--- config.mk ---
export PLATFORM = sky130hd
export DESIGN_NAME = cft_engine
export DESIGN_NICKNAME = d
export VERILOG_FILES = /design/src/rtl/cft_pkg.sv /design/src/rtl/cft_engine.sv
export SDC_FILE = /design/constraint.sdc
export NUM_CORES = 1
export LEC_CHECK = 0
export BUFFER_PORTS_ARGS = -buffer_cell sky130_fd_sc_hd__buf_2
export CAP_MARGIN = 20
export CORE_MARGIN = 4
export CORE_UTILIZATION = 56
export DETAILED_ROUTE_END_ITERATION = 7
export MAX_ROUTING_LAYER = met4
export PLACE_DENSITY_LB_ADDON = 0.3
export SYNTH_ARGS = -nofsm -noshare
export SYNTH_HDL_FRONTEND = slang
export SYNTH_SLANG_ARGS = --single-unit
--- constraint.sdc ---
create_clock -name clk -period 6.3 [get_ports clk]
set_input_delay 0.63 -clock clk [delete_from_list [all_inputs] [get_ports clk]]
set_output_delay 0.63 -clock clk [all_outputs]
set_load 0.005 [all_outputs]
--- src/rtl/cft_pkg.sv ---
// ----------------------------------------------------------------------------
// Cumulative frequency table package
// Shared sizes, action codes and beat types of the frequency table.
// ----------------------------------------------------------------------------
package cft_pkg;

	localparam int ALPHABET_SIZE = 256;
	localparam int COUNT_BITS    = 32;

	localparam int SYM_W  = 8;
	localparam int RES_W  = 32;
	localparam int IDX_W  = $clog2(ALPHABET_SIZE);
	localparam int CNT_W  = COUNT_BITS;

	localparam logic [1:0] ACT_CLEAR  = 2'd0;
	localparam logic [1:0] ACT_COUNT  = 2'd1;
	localparam logic [1:0] ACT_LOOKUP = 2'd2;

	typedef struct packed {
		logic [1:0]       action;
		logic [SYM_W-1:0] symbol;
	} cft_in_t;

	typedef struct packed {
		logic             present;
		logic [RES_W-1:0] frequency;
		logic [RES_W-1:0] low_bound;
		logic [RES_W-1:0] high_bound;
	} cft_out_t;

	typedef struct packed {
		logic             wr_en;
		logic             clr;
		logic [IDX_W-1:0] addr;
		logic [CNT_W-1:0] wdata;
	} cft_store_req_t;

endpackage

--- src/rtl/cft_engine.sv ---
// ----------------------------------------------------------------------------
// Table sequencer
// Walks the count store through one shared adder: increments a count, or sums
// the counts below a symbol and forms the high bound of a lookup.
// ----------------------------------------------------------------------------
module cft_engine (
	input  logic                       clk,
	input  logic                       arst_n,
	input  logic                       start,
	input  cft_pkg::cft_in_t           item,
	input  logic [cft_pkg::CNT_W-1:0]  rd_data,
	output cft_pkg::cft_store_req_t    req,
	output logic                       busy,
	output logic                       res_load,
	output cft_pkg::cft_out_t          res,
	output logic [cft_pkg::CNT_W-1:0]  total
);
	import cft_pkg::*;

	localparam logic [1:0] ST_IDLE    = 2'd0;
	localparam logic [1:0] ST_CNT_WR  = 2'd1;
	localparam logic [1:0] ST_LK_RUN  = 2'd2;
	localparam logic [1:0] ST_LK_WAIT = 2'd3;

	localparam logic [CNT_W-1:0] CNT_MAX = {CNT_W{1'b1}};

	logic [1:0]       state_q;
	logic [IDX_W-1:0] sym_q;
	logic [IDX_W-1:0] idx_q;
	logic [CNT_W-1:0] below_q;
	logic [CNT_W-1:0] total_q;
	logic             pend_q;

	logic             in_alpha;
	logic [IDX_W-1:0] sym_idx;
	logic [CNT_W-1:0] add_a;
	logic [CNT_W-1:0] sum;
	logic             accept;

	assign in_alpha = (9'(item.symbol) < 9'(ALPHABET_SIZE));
	assign sym_idx  = item.symbol[IDX_W-1:0];
	assign accept   = start && (state_q == ST_IDLE);
	assign busy     = (state_q != ST_IDLE);
	assign total    = total_q;

	// shared adder: increment in count write, accumulate or high bound in lookup
	assign add_a = (state_q == ST_CNT_WR) ? CNT_W'(1) : below_q;
	assign sum   = add_a + rd_data;

	always_comb begin
		req.wr_en = (state_q == ST_CNT_WR);
		req.clr   = accept && (item.action == ACT_CLEAR);
		req.wdata = sum;
		case (state_q)
			ST_IDLE:   req.addr = sym_idx;
			ST_LK_RUN: req.addr = idx_q;
			default:   req.addr = sym_q;
		endcase
	end

	always_comb begin
		res_load = 1'b0;
		res      = '0;
		if (state_q == ST_LK_WAIT) begin
			res_load       = 1'b1;
			res.present    = (rd_data != '0);
			res.frequency  = RES_W'(rd_data);
			res.low_bound  = RES_W'(below_q);
			res.high_bound = RES_W'(sum);
		end else if (accept && (item.action == ACT_LOOKUP) && !in_alpha) begin
			res_load       = 1'b1;
			res.low_bound  = RES_W'(total_q);
			res.high_bound = RES_W'(total_q);
		end
	end

	always_ff @(posedge clk or negedge arst_n) begin
		if (!arst_n) begin
			state_q <= ST_IDLE;
			total_q <= '0;
			pend_q  <= 1'b0;
			sym_q   <= '0;
			idx_q   <= '0;
			below_q <= '0;
		end else begin
			case (state_q)
				ST_IDLE: begin
					if (start) begin
						case (item.action)
							ACT_CLEAR: total_q <= '0;
							ACT_COUNT: begin
								if (in_alpha && (total_q != CNT_MAX)) begin
									sym_q   <= sym_idx;
									state_q <= ST_CNT_WR;
								end
							end
							ACT_LOOKUP: begin
								if (in_alpha) begin
									sym_q   <= sym_idx;
									idx_q   <= '0;
									below_q <= '0;
									pend_q  <= 1'b0;
									state_q <= ST_LK_RUN;
								end
							end
							default: ;
						endcase
					end
				end
				ST_CNT_WR: begin
					total_q <= total_q + CNT_W'(1);
					state_q <= ST_IDLE;
				end
				ST_LK_RUN: begin
					// accumulate the entry read last cycle, issue the next one
					if (pend_q) begin
						below_q <= sum;
					end
					pend_q <= 1'b1;
					idx_q  <= idx_q + IDX_W'(1);
					if (idx_q == sym_q) begin
						state_q <= ST_LK_WAIT;
					end
				end
				ST_LK_WAIT: begin
					pend_q  <= 1'b0;
					state_q <= ST_IDLE;
				end
				default: state_q <= ST_IDLE;
			endcase
		end
	end

endmodule

==> flow_summary_export.csv <==
group,metric,value,unit
synthesis,synth_edf_count,0,
routing,vias,6472,
routing,drc,0,
place,io_buffers,217,
routing,wl_per_cell,17.4,um
routing,vias_per_cell,5.81,
clock_tree,clk_pin_slew_worst_paths,0.06,ns
critical_path,cp_cell_sequence,"nand2b_1 -> buf_8 -> nand2b_1 -> ha_1 -> fa_1 -> a21o_1 -> a21boi_0 -> o21ai_0 -> o2bb2ai_1 -> o22ai_1 -> xor2_1 -> nor2_1 -> buf_2",
global_routing,grt_pass1_wl,31100,um
run,drv_cap,0,
synthesis,yosys_warnings,0,
final_layout,finalNonFillerCells,1114,
sta,clock_skew,0.00697,ns
clock_tree,cts_tree,"yes",
floorplan,dieArea,13300,sq um
place,dp_hpwl,14600,um
floorplan,core_area,11000,sq um
clock_tree,cts_sinks,83,
critical_path,worst_setup_path_start_kind,"register",
sta,fmax,0.234,GHz
sta,finalSetupTns,0,ns
synthesis,synth_xor_area_share,9.88,%
synthesis,synth_nets,858,
status,outcome,"completed",
clock_tree,numCtsBuffers,9,
synthesis,avgSynthCellArea,8.27,sq um
routing,drtAntennaViolNets,0,
final_layout,num-nets-final,1049,
synthesis,syn_inst,779,
sta,holdWs,0.229,ns
synthesis,synth_top_family_by_area,"simple AND/OR/NAND/NOR gates",
sta,min_period,4.27,ns
global_routing,grt_max_degree,89,
global_routing,grt_usage,30.2,%
sta,setup_viol,0,
synthesis,synthMuxAreaShare,3.11,%
place,placed_area,7600,sq um
floorplan,rows,38,
synthesis,synth-simple-area-share,28.6,%
clock_tree,cts_hold_buf,0,
global_routing,use_met3,4.16,%
sta,worstMarginPinSlew,0.966,ns
clock_tree,htreeDepth,3,
floorplan,io_pins,218,
critical_path,slowest_stage,"fa_1",
global_routing,antenna_found_initial,0,
place,place.gp.congestion,0.956,
floorplan,die_h,115,um
global_routing,grt_most_used_layer,"met2",
critical_path,arrival,3.64,ns
sta,slew_headroom,35.5,%
power,irDropWorstVdd,0.000254,V
critical_path,critPathKind,"register to output port",
sta,finalHoldViolations,0,
power,p_leak,4.37,nW
global_routing,use_met1,41.2,%
synthesis,synth_seq_cells,83,
critical_path,end_kind,"output port",
synthesis,async_flop_share,100,%
synthesis,synth_fa_ha_area_share,6.72,%
final_layout,drive_above_1_share,26.7,%
final_layout,areaGrowthSynthToFinish,22.6,%
critical_path,crit_top_cell,"nand2b_1",
clock_tree,cts_resized,0,
clock_tree,clock_path_buffers,2,
floorplan,die_w,115,um
min_path,hold_path_class,"input pin to asynchronous set/reset pin",
synthesis,ys.flop_type,"dfrtp_1",
clock_tree,cts_setup_buffers,0,
final_layout,antenna_cells,0,
global_routing,grt.overflow.total,0,
critical_path,cp_max_fo,33,
sta,maxSlewViolCount,0,
sta,rsz0062_at_grt,"no",
power,powerDensity,454,nW/um^2
global_routing,grt_pass1_vias,6042,
synthesis,synth_seq_area_share,32.2,%
synthesis,yosysUniqueCellTypes,57,
clock_tree,cts-root-buf,"clkbuf_16",
floorplan,initial_core_util,58.4,%
clock_tree,clock_latency,0.35,ns
synthesis,syn_area,6450,sq um
critical_path,max_stage_delay,0.42,ns
final_layout,design_area,7910,sq um
critical_path,worst_ep_required_time,5.67,ns
synthesis,synth_compound_area_share,15.5,%
routing,wl,19400,um
place,dp.cells,1098,
routing,dr.pass1.iters,5,
routing,dr.first_iter.drc_count,521,
sta,finalCritPeriodShare,67.8,%
global_routing,use_met2,46.2,%
layout make-up:
class                           count  area [sq um]
Clock buffer                       11           243
Sequential cell                    83          2080
Multi-Input combinational cell    629          4130
Timing Repair Buffer              223          1140
Tap cell                          140           175
Inverter                           24          90.1
Clock inverter                      4          51.3
Fill cell                         897          3130
metrics by stage:
step / total power, mW / util, % / setup WS [ns]
after floorplan: 2.30 / - / 2.72
after global placement: 2.99 / 68.9 / 2.03
after detailed placement: 3.03 / 68.9 / 1.89
after CTS: 3.58 / 71.5 / 1.49
after global routing: 3.87 / 71.7 / 1.72
final: 3.59 / 71.7 / 2.03
layer usage:
layer,routed length [um],vias up
met5,0,-
li1,-,3140
met4,429,0
met1,8730,3035
met2,8870,262
met3,1380,35
cells by family after synthesis:
kind of cell	Yosys count
buf+inv	67
mux	19
compound gates	155
flops	83
xor+xnor	71
fa+ha+maj	34
simple gates	350
power by group:
part / switching, mW / internal, mW / leakage, nW
Clock: 0.216 / 0.316 / 0.142
Sequential: 0.148 / 0.708 / 1.07
Combinational: 1.28 / 0.916 / 3.16
Total: 1.65 / 1.94 / 4.37
path summary, 6_finish.rpt:
path,cells after the start,start,slack [ns],end
worst max-delay path,13,state_q[0],2.03,res[30]
worst min-delay path,1,arst_n,0.23,total[16]
worst max register to register,12,state_q[0],2.95,below_q[30]
worst min register to register,2,below_q[28],0.49,below_q[28]
max in group asynchronous,2,arst_n,5.04,state_q[1]
min in group clk,2,below_q[28],0.49,below_q[28]
sequential cells by signal (all words and copies together) (netlist names):
name and count:
pend_q 1, idx_q 8, below_q 32, total 32, state_q 2, sym_q 8
cells in the final DEF (no fill, tap or decap), drive strengths merged, types with 9 or more instances in the layout:
cell / count
dfrtp: 83
inv: 24
a21o: 10
nor2: 72
nand3: 19
or3: 9
nand2: 65
clkbuf: 11
mux2i: 11
nor4: 12
o21ai: 45
buf: 223
xor2: 43
nor3: 10
a21oi: 42
and2: 56
xnor2: 27
ha: 33
a22o: 19
and3: 68
nand4: 20
Yosys cell counts (all sizes together) (20+ instances only):
cell type / count / area share [%]
and2: 56 / 5.4
nor2: 72 / 4.3
nand2: 65 / 3.8
ha: 33 / 6.4
a21oi: 42 / 3.3
xor2: 43 / 5.8
clkbuf: 41 / 2.4
xnor2: 27 / 3.7
inv: 24 / 1.4
dfrtp: 83 / 32
nand4: 20 / 1.9
and3: 68 / 6.6
o21ai: 45 / 3.7
worst max-delay path, delay by kind of cell (launching register included):
kind | cells | cell delay [ns]
AOI/OAI and AO/OA | 5 | 1.35
buffers and inverters | 2 | 0.34
and+or+nand+nor | 3 | 0.26
DFF | 1 | 0.39
xor gates and xnor gates | 1 | 0.31
adders and majority gates | 2 | 0.64
No activity file was read; power rests on OpenSTA's default activity.
